## config.mk

```make
export PLATFORM = sky130hd
export DESIGN_NAME = uart_interrupt_transfer_control
export DESIGN_NICKNAME = d
export VERILOG_FILES = /design/src/sv/uitc_pkg.sv /design/src/sv/uart_interrupt_transfer_control.sv /design/src/sv/uitc_step.sv
export VERILOG_INCLUDE_DIRS = /design/src /design/src/sv
export SDC_FILE = /design/constraint.sdc
export NUM_CORES = 1
export LEC_CHECK = 0
export BUFFER_PORTS_ARGS = -buffer_cell sky130_fd_sc_hd__buf_2
export CORE_MARGIN = 5
export CORE_UTILIZATION = 32
export DETAILED_ROUTE_END_ITERATION = 10
export SETUP_SLACK_MARGIN = 0.15
export SKIP_LAST_GASP = 1
export SYNTH_ARGS = -nofsm -noshare
export SYNTH_HDL_FRONTEND = slang
export SYNTH_SLANG_ARGS = --single-unit
```

## constraint.sdc

```tcl
create_clock -name clk -period 6.7 [get_ports clk]
set_input_delay 2.01 -clock clk [delete_from_list [all_inputs] [get_ports clk]]
set_output_delay 2.01 -clock clk [all_outputs]
set_load 0.03 [all_outputs]
```

## src/sv/uart_interrupt_transfer_control_defines.svh

```systemverilog
// ---------------------------------------------------------------------------
// UART interrupt transfer control assertion macros
// Shared assertion forms for the transfer control RTL.
// ---------------------------------------------------------------------------
`ifndef UART_INTERRUPT_TRANSFER_CONTROL_DEFINES_SVH
`define UART_INTERRUPT_TRANSFER_CONTROL_DEFINES_SVH

// same-cycle implication
`define UITC_ASSERT_NOW(label, ante, cons) \
    label: assert property (@(posedge clk) disable iff (!rst_n) (ante) |-> (cons)) \
        else $error("uitc assertion failed");

// next-cycle implication
`define UITC_ASSERT_NEXT(label, ante, cons) \
    label: assert property (@(posedge clk) disable iff (!rst_n) (ante) |=> (cons)) \
        else $error("uitc assertion failed");

`endif

```

## src/sv/uitc_pkg.sv

```systemverilog
// ---------------------------------------------------------------------------
// UART interrupt transfer control package
// Types, codes and helpers shared by the transfer control modules.
// ---------------------------------------------------------------------------
package uitc_pkg;

    localparam int ADDR_W = 5;
    localparam int DATA_W = 32;

    typedef enum logic [1:0] {
        CMD_START_TX = 2'd0,
        CMD_START_RX = 2'd1,
        CMD_EVENT    = 2'd2
    } cmd_t;

    typedef enum logic [2:0] {
        REG_NINE_BIT_WORDS   = 3'd0,
        REG_PARITY_ENABLED   = 3'd1,
        REG_CTS_FLOW_ENABLED = 3'd2,
        REG_CTS_IRQ_ENABLED  = 3'd3,
        REG_IDLE_IRQ_ENABLED = 3'd4
    } reg_idx_t;

    localparam logic [8:0] MASK_9BIT = 9'h1FF;
    localparam logic [8:0] MASK_8BIT = 9'h0FF;
    localparam logic [8:0] MASK_7BIT = 9'h07F;

    typedef struct packed {
        logic nine_bit_words;
        logic parity_enabled;
        logic cts_flow_enabled;
        logic cts_irq_enabled;
        logic idle_irq_enabled;
    } cfg_t;

    typedef struct packed {
        logic [7:0] tx_remaining;
        logic [7:0] rx_remaining;
        logic       tx_active;
        logic       rx_active;
        logic       txe_irq_armed;
        logic       tc_irq_armed;
        logic       rxne_irq_armed;
    } state_t;

    typedef struct packed {
        logic [1:0]  command;
        logic [7:0]  length;
        logic        flag_tc;
        logic        flag_txe;
        logic        flag_rxne;
        logic        flag_cts;
        logic        flag_idle;
        logic        flag_overrun;
        logic [15:0] tx_element;
        logic [8:0]  rx_word;
    } item_t;

    typedef struct packed {
        logic       tx_valid;
        logic [8:0] tx_data;
        logic       rx_valid;
        logic [8:0] rx_data;
        logic       tx_done;
        logic       rx_done;
        logic       cts_event;
        logic       idle_event;
        logic       overrun_event;
        logic       tx_busy;
        logic       rx_busy;
    } result_t;

    function automatic logic [7:0] count_down(input logic [7:0] n, input logic [1:0] step);
        logic [7:0] s;
        s = {6'b0, step};
        return (n > s) ? (n - s) : 8'd0;
    endfunction

endpackage

```

## src/sv/uart_interrupt_transfer_control.sv

```systemverilog
// ---------------------------------------------------------------------------
// UART interrupt transfer control
// Interrupt-driven UART transfer controller with APB configuration.
// ---------------------------------------------------------------------------
// One request is taken per clock while in_ready is high. Its result appears in
// the output register on the next cycle and stays there until taken; in_ready
// is low only while a result is waiting and out_ready is low. The step logic is
// a single pass of flag checks and a byte counter update between the state and
// result registers, so with out_ready high the rate is one request per cycle.
module uart_interrupt_transfer_control (
    input  logic                        clk,
    input  logic                        rst_n,
    // configuration
    input  logic                        psel,
    input  logic                        penable,
    input  logic                        pwrite,
    input  logic [uitc_pkg::ADDR_W-1:0] paddr,
    input  logic [uitc_pkg::DATA_W-1:0] pwdata,
    output logic [uitc_pkg::DATA_W-1:0] prdata,
    output logic                        pready,
    // request channel
    input  logic                        in_valid,
    output logic                        in_ready,
    input  logic [1:0]                  command,
    input  logic [7:0]                  length,
    input  logic                        flag_tc,
    input  logic                        flag_txe,
    input  logic                        flag_rxne,
    input  logic                        flag_cts,
    input  logic                        flag_idle,
    input  logic                        flag_overrun,
    input  logic [15:0]                 tx_element,
    input  logic [8:0]                  rx_word,
    // result channel
    output logic                        out_valid,
    input  logic                        out_ready,
    output logic                        tx_valid,
    output logic [8:0]                  tx_data,
    output logic                        rx_valid,
    output logic [8:0]                  rx_data,
    output logic                        tx_done,
    output logic                        rx_done,
    output logic                        cts_event,
    output logic                        idle_event,
    output logic                        overrun_event,
    output logic                        tx_busy,
    output logic                        rx_busy
);

`include "uart_interrupt_transfer_control_defines.svh"

    uitc_pkg::cfg_t    cfg_reg;
    uitc_pkg::cfg_t    cfg_next;
    uitc_pkg::state_t  state_reg;
    uitc_pkg::state_t  state_next;
    uitc_pkg::item_t   item;
    uitc_pkg::result_t result_reg;
    uitc_pkg::result_t result_next;
    logic              out_valid_reg;
    logic              accept;
    logic              cfg_write;
    uitc_pkg::reg_idx_t cfg_idx;

    assign pready    = 1'b1;
    assign cfg_write = psel && penable && pwrite;
    assign cfg_idx   = uitc_pkg::reg_idx_t'(paddr[4:2]);

    always_comb
    begin
        cfg_next = cfg_reg;
        if (cfg_write)
        begin
            unique case (cfg_idx)
                uitc_pkg::REG_NINE_BIT_WORDS:   cfg_next.nine_bit_words   = pwdata[0];
                uitc_pkg::REG_PARITY_ENABLED:   cfg_next.parity_enabled   = pwdata[0];
                uitc_pkg::REG_CTS_FLOW_ENABLED: cfg_next.cts_flow_enabled = pwdata[0];
                uitc_pkg::REG_CTS_IRQ_ENABLED:  cfg_next.cts_irq_enabled  = pwdata[0];
                uitc_pkg::REG_IDLE_IRQ_ENABLED: cfg_next.idle_irq_enabled = pwdata[0];
                default:                        cfg_next = cfg_reg;
            endcase
        end
    end

    always_comb
    begin
        prdata = '0;
        unique case (cfg_idx)
            uitc_pkg::REG_NINE_BIT_WORDS:   prdata[0] = cfg_reg.nine_bit_words;
            uitc_pkg::REG_PARITY_ENABLED:   prdata[0] = cfg_reg.parity_enabled;
            uitc_pkg::REG_CTS_FLOW_ENABLED: prdata[0] = cfg_reg.cts_flow_enabled;
            uitc_pkg::REG_CTS_IRQ_ENABLED:  prdata[0] = cfg_reg.cts_irq_enabled;
            uitc_pkg::REG_IDLE_IRQ_ENABLED: prdata[0] = cfg_reg.idle_irq_enabled;
            default:                        prdata    = '0;
        endcase
    end

    assign item.command      = command;
    assign item.length       = length;
    assign item.flag_tc      = flag_tc;
    assign item.flag_txe     = flag_txe;
    assign item.flag_rxne    = flag_rxne;
    assign item.flag_cts     = flag_cts;
    assign item.flag_idle    = flag_idle;
    assign item.flag_overrun = flag_overrun;
    assign item.tx_element   = tx_element;
    assign item.rx_word      = rx_word;

    uitc_step u_step (
        .cfg        (cfg_reg),
        .state      (state_reg),
        .item       (item),
        .state_next (state_next),
        .result     (result_next)
    );

    assign in_ready = !out_valid_reg || out_ready;
    assign accept   = in_valid && in_ready;

    always_ff @(posedge clk or negedge rst_n)
    begin
        if (!rst_n)
        begin
            cfg_reg       <= '0;
            state_reg     <= '0;
            out_valid_reg <= 1'b0;
        end
        else
        begin
            cfg_reg <= cfg_next;
            if (accept)
            begin
                state_reg <= state_next;
            end
            if (accept)
            begin
                out_valid_reg <= 1'b1;
            end
            else if (out_ready)
            begin
                out_valid_reg <= 1'b0;
            end
        end
    end

    always_ff @(posedge clk)
    begin
        if (accept)
        begin
            result_reg <= result_next;
        end
    end

    assign out_valid     = out_valid_reg;
    assign tx_valid      = result_reg.tx_valid;
    assign tx_data       = result_reg.tx_data;
    assign rx_valid      = result_reg.rx_valid;
    assign rx_data       = result_reg.rx_data;
    assign tx_done       = result_reg.tx_done;
    assign rx_done       = result_reg.rx_done;
    assign cts_event     = result_reg.cts_event;
    assign idle_event    = result_reg.idle_event;
    assign overrun_event = result_reg.overrun_event;
    assign tx_busy       = result_reg.tx_busy;
    assign rx_busy       = result_reg.rx_busy;

    // receive arming tracks receive activity exactly
    `UITC_ASSERT_NOW(a_rx_arm_tracks_active, 1'b1, state_reg.rxne_irq_armed == state_reg.rx_active)
    // an accepted request always leaves a result behind
    `UITC_ASSERT_NEXT(a_accept_gives_result, accept, out_valid_reg)
    // idle transmit start loads the count and goes busy
    `UITC_ASSERT_NEXT(a_tx_start_loads,
        accept && command == uitc_pkg::CMD_START_TX && !state_reg.tx_active,
        state_reg.tx_active && state_reg.tx_remaining == $past(length) && tx_busy)
    // a finished receive is never reported busy
    `UITC_ASSERT_NOW(a_rx_done_not_busy, out_valid_reg && result_reg.rx_done, !result_reg.rx_busy)

endmodule

```

## src/sv/uitc_step.sv

```systemverilog
// ---------------------------------------------------------------------------
// UART interrupt transfer control step logic
// Next state and result for one request, from the current state and config.
// ---------------------------------------------------------------------------
module uitc_step (
    input  uitc_pkg::cfg_t    cfg,
    input  uitc_pkg::state_t  state,
    input  uitc_pkg::item_t   item,
    output uitc_pkg::state_t  state_next,
    output uitc_pkg::result_t result
);

    always_comb
    begin
        uitc_pkg::state_t  st;
        uitc_pkg::result_t r;
        logic [1:0]        tx_step;
        logic [1:0]        rx_step;

        st = state;
        r  = '0;
        tx_step = (cfg.nine_bit_words && !cfg.parity_enabled) ? 2'd2 : 2'd1;
        rx_step = tx_step;

        unique case (uitc_pkg::cmd_t'(item.command))
            uitc_pkg::CMD_START_TX:
            begin
                if (!st.tx_active)
                begin
                    st.tx_remaining  = item.length;
                    st.tx_active     = 1'b1;
                    st.txe_irq_armed = 1'b1;
                    st.tc_irq_armed  = 1'b1;
                end
            end
            uitc_pkg::CMD_START_RX:
            begin
                if (!st.rx_active)
                begin
                    st.rx_remaining   = item.length;
                    st.rx_active      = 1'b1;
                    st.rxne_irq_armed = 1'b1;
                end
            end
            uitc_pkg::CMD_EVENT:
            begin
                // completion is judged before this request's send
                if (item.flag_tc && st.tc_irq_armed && st.tx_active && st.tx_remaining == 8'd0)
                begin
                    st.tc_irq_armed = 1'b0;
                    st.tx_active    = 1'b0;
                    r.tx_done       = 1'b1;
                end
                if (item.flag_txe && st.txe_irq_armed && st.tx_active)
                begin
                    if (st.tx_remaining != 8'd0)
                    begin
                        r.tx_valid = 1'b1;
                        r.tx_data  = cfg.nine_bit_words ? (item.tx_element[8:0] & uitc_pkg::MASK_9BIT)
                                                        : {1'b0, item.tx_element[7:0]};
                        st.tx_remaining = uitc_pkg::count_down(st.tx_remaining, tx_step);
                    end
                    if (st.tx_remaining == 8'd0)
                    begin
                        st.txe_irq_armed = 1'b0;
                    end
                end
                if (item.flag_rxne && st.rxne_irq_armed && st.rx_active)
                begin
                    if (st.rx_remaining != 8'd0)
                    begin
                        r.rx_valid = 1'b1;
                        if (cfg.nine_bit_words && !cfg.parity_enabled)
                        begin
                            r.rx_data = item.rx_word & uitc_pkg::MASK_9BIT;
                        end
                        else if (!cfg.nine_bit_words && cfg.parity_enabled)
                        begin
                            r.rx_data = item.rx_word & uitc_pkg::MASK_7BIT;
                        end
                        else
                        begin
                            r.rx_data = item.rx_word & uitc_pkg::MASK_8BIT;
                        end
                        st.rx_remaining = uitc_pkg::count_down(st.rx_remaining, rx_step);
                    end
                    if (st.rx_remaining == 8'd0)
                    begin
                        st.rxne_irq_armed = 1'b0;
                        st.rx_active      = 1'b0;
                        r.rx_done         = 1'b1;
                    end
                end
                r.cts_event     = item.flag_cts && cfg.cts_irq_enabled && cfg.cts_flow_enabled;
                r.idle_event    = item.flag_idle && cfg.idle_irq_enabled;
                r.overrun_event = item.flag_overrun && st.rxne_irq_armed;
            end
            default:
            begin
                st = state;
            end
        endcase

        r.tx_busy = st.tx_active;
        r.rx_busy = st.rx_active;

        state_next = st;
        result     = r;
    end

endmodule
```

==> results of run 1 <==
layout by cell type (no fill, tap or decap), types with 3 or more instances in the layout:
master	instances
nor2b_1	3
a32oi_1	3
mux2_2	3
o31ai_1	3
and2_1	16
o21ai_0	13
ha_1	7
inv_1	19
mux2i_1	4
edfxtp_1	27
nor3_1	5
clkbuf_8	5
and4_1	4
buf_4	3
a31oi_1	5
a21oi_1	13
nand2b_1	5
conb_1	32
or3_1	3
nor3b_1	4
nand3_1	10
dfrtp_1	27
buf_2	74
nor2_1	13
and3_1	7
o22ai_1	6
nand2_1	27
cell usage after synthesis (3+ instances only):
| cell | number | area, um2 |
|---|---|---|
| a21oi_1 | 13 | 65.1 |
| a31oi_1 | 5 | 31.3 |
| a32oi_1 | 3 | 26.3 |
| and2_1 | 16 | 100 |
| and3_1 | 7 | 43.8 |
| and4_1 | 4 | 35.0 |
| buf_2 | 4 | 20.0 |
| buf_4 | 32 | 240 |
| clkbuf_1 | 6 | 22.5 |
| dfrtp_1 | 27 | 676 |
| edfxtp_1 | 27 | 811 |
| ha_1 | 7 | 87.6 |
| inv_1 | 19 | 71.3 |
| mux2_2 | 3 | 33.8 |
| mux2i_1 | 4 | 40.0 |
| nand2_1 | 27 | 101 |
| nand2b_1 | 5 | 31.3 |
| nand3_1 | 10 | 50.1 |
| nor2_1 | 13 | 48.8 |
| nor2b_1 | 3 | 18.8 |
| nor3_1 | 5 | 25.0 |
| nor3b_1 | 4 | 30.0 |
| o21ai_0 | 13 | 65.1 |
| o22ai_1 | 6 | 37.5 |
| o31ai_1 | 3 | 22.5 |
| or3_1 | 3 | 18.8 |
worst paths after layout:
| check | end | depth (start not counted) | start | slack (ns) |
|---|---|---|---|---|
| setup / recovery | prdata[0] | 5 | paddr[4] | 1.92 |
| hold / removal | state_reg[1] | 2 | state_reg[1] | 0.52 |
| setup reg to reg | rx_busy | 8 | cfg_reg[3] | 4.08 |
| hold reg to reg | state_reg[1] | 2 | state_reg[1] | 0.52 |
| max in group asynchronous | cfg_reg[4] | 1 | rst_n | 4.55 |
| min in group asynchronous | out_valid | 1 | rst_n | 1.71 |
critical path, delay by kind of cell:
kind	cells	cell delay (ns)
buf+inv	2	0.30
compound gates	2	0.25
mux	1	0.20
kinds of logic after synthesis:
| kind of cell | count (synthesis) |
|---|---|
| multiplexers | 7 |
| adder cells (fa/ha/maj) | 9 |
| AND/OR/NAND/NOR | 112 |
| XOR/XNOR | 2 |
| flip-flops | 54 |
| AO/OA/AOI/OAI | 68 |
| buffers and inverters | 62 |
| other | 2 |
final cells by class:
type                       count  area, um2  share of cell area (%)
clock buffer                   6       72.6                    1.98
clock inverter                 2       37.5                    1.02
inverter                      20       75.1                    2.05
multi-input combinational    230       1430                    39.1
sequential                    54       1490                    40.6
tap                          133        166                    4.54
timing repair buffer          77        393                    10.7
metal layers:
metal,up-vias,track usage [%],routed length (um)
met5,-,0,0
met4,0,4.36,102
met3,10,2.58,697
met2,100,18.7,3110
met1,1125,14.2,3060
li1,1217,-,-
report_power, final:
part           switching [mW]  total (mW)  internal [mW]
clock                   0.107       0.219          0.112
sequential             0.0598       0.467          0.407
combinational           0.199       0.322          0.123
total                   0.366        1.01          0.642
metrics by stage:
stage,total power [mW],cells,setup WS [ns]
detailed placement,0.792,514,1.92
finish,1.01,522,1.92
global route,1.07,522,1.88
CTS,1.01,522,1.93
floorplan,0.718,346,1.95
global placement,0.782,514,1.93
==> metrics.yaml, run 1 <==
status:
  outcome: "finished, final reports clean"
critical_path:
  crit_path_cell_trace: "buf_2, mux2i_1, o22ai_1, o21a_1, buf_2"
  critical_path.max_stage_delay_ns: 0.20
  critPathKind: "in2out"
  timing.critical_path.slowest_stage_cell: "mux2i_1"
  startpoint_type: "primary input"
  critical-path-top-cell-by-count: "buf_2"
  cp.required_ns: 4.69
  crit_path_end_kind: "output pin"
  worst_ep_arrival_time_ns: 2.77
  critPathMaxFanout: 5
grt:
  grt_first_pass_wirelength_um: 10900
  track_usage_pct: 11.3
  gr-total-overflow: 0
  antenna_found_initial: 0
  maximum_number_of_pins_on_one_net_before_global_route_repair: 36
  vias_in_the_first_global_route: 2373
worst_hold_path:
  worst_hold_path_type: "reg2reg"
synth:
  synth_fa_ha_area_share_pct: 4.03
  synthCells: 316
  post_synth_instance_area_um2: 3160
  synthSimpleGateAreaFrac_pct: 20.2
  synthFlopType: "edfxtp_1"
  synth_seq_cells: 54
  synth_compound_gate_area_share_pct: 14.4
  synth.yosys.warnings: 0
  synth.lib_cells_used.distinct: 60
  muxShareOfSynthArea_pct: 2.33
  synth_enable_flop_cells: 27
  dominant_combinational_cell_family_by_area_after_synthesis: "simple AND/OR/NAND/NOR gates"
  ys_async_rst_share_pct: 50.0
  synth_xor_area_share_pct: 0.554
  seq_area_frac_synth_pct: 47.0
  avgSynthCellArea_um2: 10.0
floorplanning:
  die_width_um: 109
  rows: 36
  design.die.area_um2: 12000
  initial_utilization_pct: 32.5
  placeableCoreArea_um2: 9730
  num_io_pins: 147
  chipHeight_um: 109
timing:
  fmaxAchievable_ghz: 0.209
  setup-tns-final_ns: 0
  setup_viol_count_final: 0
  hold_viol: 0
  unrepaired_setup_endpoints_after_global_routing: "false"
  timing.slew.headroom_pct: 35.3
  timing.clock.skew_ns: 0.0135
  finalCritPeriodShare_pct: 71.3
  timing.hold.ws_ns: 0.522
  tightest_slew_ns: 0.970
  fin_crit_ns: 4.78
  timing.final.max_slew_violations: 0
pwr:
  power_per_cell_area_nw_per_um2: 275
  max-vdd-ir-drop_mv: 0.124
  total_leakage_power_nw: 1.64
routing:
  routed_wl_um: 6970
  drtPass1Iterations: 4
  detail_route.wl_per_cell_um: 13.3
  count_of_antenna_violating_nets_left_after_detailed_routing: 0
  drt_first_iter_violations: 113
  vias: 2452
  drt_drc_violations_left: 0
  via_per_inst: 4.70
clocking:
  hold_buffer_count_at_cts: 0
  cts_buffers: 5
  cts_resized: 0
  clkSlewWorstSetupHoldPaths_ns: 0.11
  worstSkewPairLatency_ns: 0.31
  buffers_from_clock_root_to_sink_at_most: 2
  clock_tree.root_cell: "clkbuf_8"
  tritoncts: "yes"
  clock_tree.htree_level_count: 2
  cts_sink_cnt: 54
  post-cts-setup-buffer-count: 0
placement:
  detailed_place_hpwl_um: 5280
  place.gp.congestion: 0.845
  port_buffers: 74
  detailed_place.area_um2: 3550
cells_and_area:
  filler_cell_count: 1002
  fin_nets: 482
  n_antenna_cell: 0
  post_route_cells_drive_above_1_share_pct: 23.9
  utilization_after_layout_pct: 37.6
  area_growth_syn_to_layout_pct: 15.8
  largest_reg_flops: 21
  stdcell_area_um2: 3660
job:
  timing.max_cap.violations: 0
No activity file was read; power rests on OpenSTA's default activity.
==> inputs of run 2 (changes only) <==
Clock period 6.7 ns to 4.85 ns, I/O delays scaled along.
==> run 2 against run 1 <==
Effect of this change:
- power grew 38%
- clock power grew 36%
- worst setup slack lost 0.72 ns
- via count grew 1.8%
- utilization is essentially flat
- design area is essentially flat
- die area is the same
- wire length grew 0.37%
- largest cell class unchanged
==> metrics.yaml, run 2 (synthesized netlist as in run 1, its figures left out) <==
routing:
  vias: 2496
  count_of_antenna_violating_nets_left_after_detailed_routing: 0
  detail_route.wl_per_cell_um: 13.4
  via_per_inst: 4.78
  drt_drc_violations_left: 0
  routed_wl_um: 6990
  drt_first_iter_violations: 139
  drtPass1Iterations: 4
timing:
  unrepaired_setup_endpoints_after_global_routing: "false"
  setup_slack_ns: 1.20
  timing.hold.ws_ns: 0.514
  setup_viol_count_final: 0
  fmaxAchievable_ghz: 0.274
  finalCritPeriodShare_pct: 75.2
  timing.slew.headroom_pct: 32.9
  setup-tns-final_ns: 0
  timing.final.max_slew_violations: 0
  timing.clock.skew_ns: 0.00604
  tightest_slew_ns: 1.01
  hold_viol: 0
  fin_crit_ns: 3.65
critical_path:
  startpoint_type: "primary input"
  crit_path_end_kind: "output pin"
  critical-path-top-cell-by-count: "buf_2"
  cp.required_ns: 3.39
  critPathBufInv: 2
  timing.critical_path.slowest_stage_cell: "mux2i_1"
  critPathMaxFanout: 5
  largest_delay_share_family_worst_path: "buffers and inverters"
  critical_path.max_stage_delay_ns: 0.18
  worst_ep_arrival_time_ns: 2.19
  crit_path_cell_trace: "buf_2, mux2i_1, o22ai_1, o21a_1, buf_2"
  critPathKind: "in2out"
clocking:
  cts_resized: 0
  clkSlewWorstSetupHoldPaths_ns: 0.09
  cts_buffers: 5
  hold_buffer_count_at_cts: 0
  buffers_from_clock_root_to_sink_at_most: 2
  worstSkewPairLatency_ns: 0.31
  cts_sink_cnt: 54
  clock_tree.root_cell: "clkbuf_8"
  clock_tree.htree_level_count: 2
  post-cts-setup-buffer-count: 0
  tritoncts: "yes"
job:
  timing.max_cap.violations: 0
grt:
  track_usage_pct: 11.4
  gr-total-overflow: 0
  grt_first_pass_wirelength_um: 11000
  vias_in_the_first_global_route: 2359
  antenna_found_initial: 0
  maximum_number_of_pins_on_one_net_before_global_route_repair: 35
pwr:
  fin_total_pwr_mw: 1.39
  power_per_cell_area_nw_per_um2: 378
  total_leakage_power_nw: 1.64
  max-vdd-ir-drop_mv: 0.174
placement:
  port_buffers: 74
  detailed_place_hpwl_um: 5280
  post-place-cells: 514
  detailed_place.area_um2: 3550
  place.gp.congestion: 0.818
  dpl_worst_slack_ns: 1.20
cells_and_area:
  stdcell_area_um2: 3660
  area_growth_syn_to_layout_pct: 15.7
  fin_nets: 482
  filler_cell_count: 992
  utilization_after_layout_pct: 37.6
  instances_no_fill: 522
  largest_reg_flops: 21
  n_antenna_cell: 0
  most-common-layout-cells: "74 x buf_2, 32 x conb_1, 27 x nand2_1, 27 x dfrtp_1, 27 x edfxtp_1"
  post_route_cells_drive_above_1_share_pct: 24.2
  most_frequent_standard_cell_in_the_layout_excluding_fill_and_tap_cells: "buf_2"
floorplanning:
  die_width_um: 109
  chipHeight_um: 109
  num_io_pins: 147
  placeableCoreArea_um2: 9730
  rows: 36
  initial_utilization_pct: 32.5
  design.die.area_um2: 12000
worst_hold_path:
  worst_hold_path_type: "reg2reg"
status:
  outcome: "finished, final reports clean"
run 2: final timing paths:
check / start / end / slack, ns / cells past startpoint
max: paddr[4] / prdata[0] / 1.20 / 5
min: cfg_reg[2] / cfg_reg[2] / 0.51 / 2
max reg2reg: cfg_reg[3] / state_reg[0] / 2.20 / 8
min reg2reg: cfg_reg[2] / cfg_reg[2] / 0.51 / 2
max in group asynchronous: rst_n / cfg_reg[0] / 3.25 / 1
min in group asynchronous: rst_n / state_reg[2] / 1.16 / 1
run 2: worst reg2reg max path, cell delays in order, from the launching register on:
cell	delay [ns]
dfrtp_1	0.41
nand2b_1	0.30
ha_1	0.29
fa_1	0.53
and3b_1	0.17
and3_1	0.15
a31oi_1	0.17
o41ai_1	0.39
o21ai_0	0.13
run 2: final cells by class:
type / instances / area, um2 / share of cell area (%)
tap: 133 / 166 / 4.55
sequential: 54 / 1490 / 40.6
clock inverter: 3 / 40.0 / 1.09
multi-input combinational: 230 / 1430 / 39.1
inverter: 20 / 75.1 / 2.05
clock buffer: 5 / 68.8 / 1.88
timing repair buffer: 77 / 393 / 10.7
run 2: power breakdown:
group	total [mW]	internal, mW	switching [mW]
Clock	0.298	0.152	0.146
Sequential	0.646	0.562	0.0840
Combinational	0.442	0.171	0.271
Total	1.39	0.884	0.501
run 2: per-layer routing:
layer | global-route usage (%) | vias to the layer above | wire (um)
met3 | 2.99 | 15 | 702
met5 | 0 | - | 0
li1 | - | 1217 | -
met4 | 4.72 | 0 | 160
met1 | 15.0 | 1159 | 3070
met2 | 17.8 | 105 | 3060
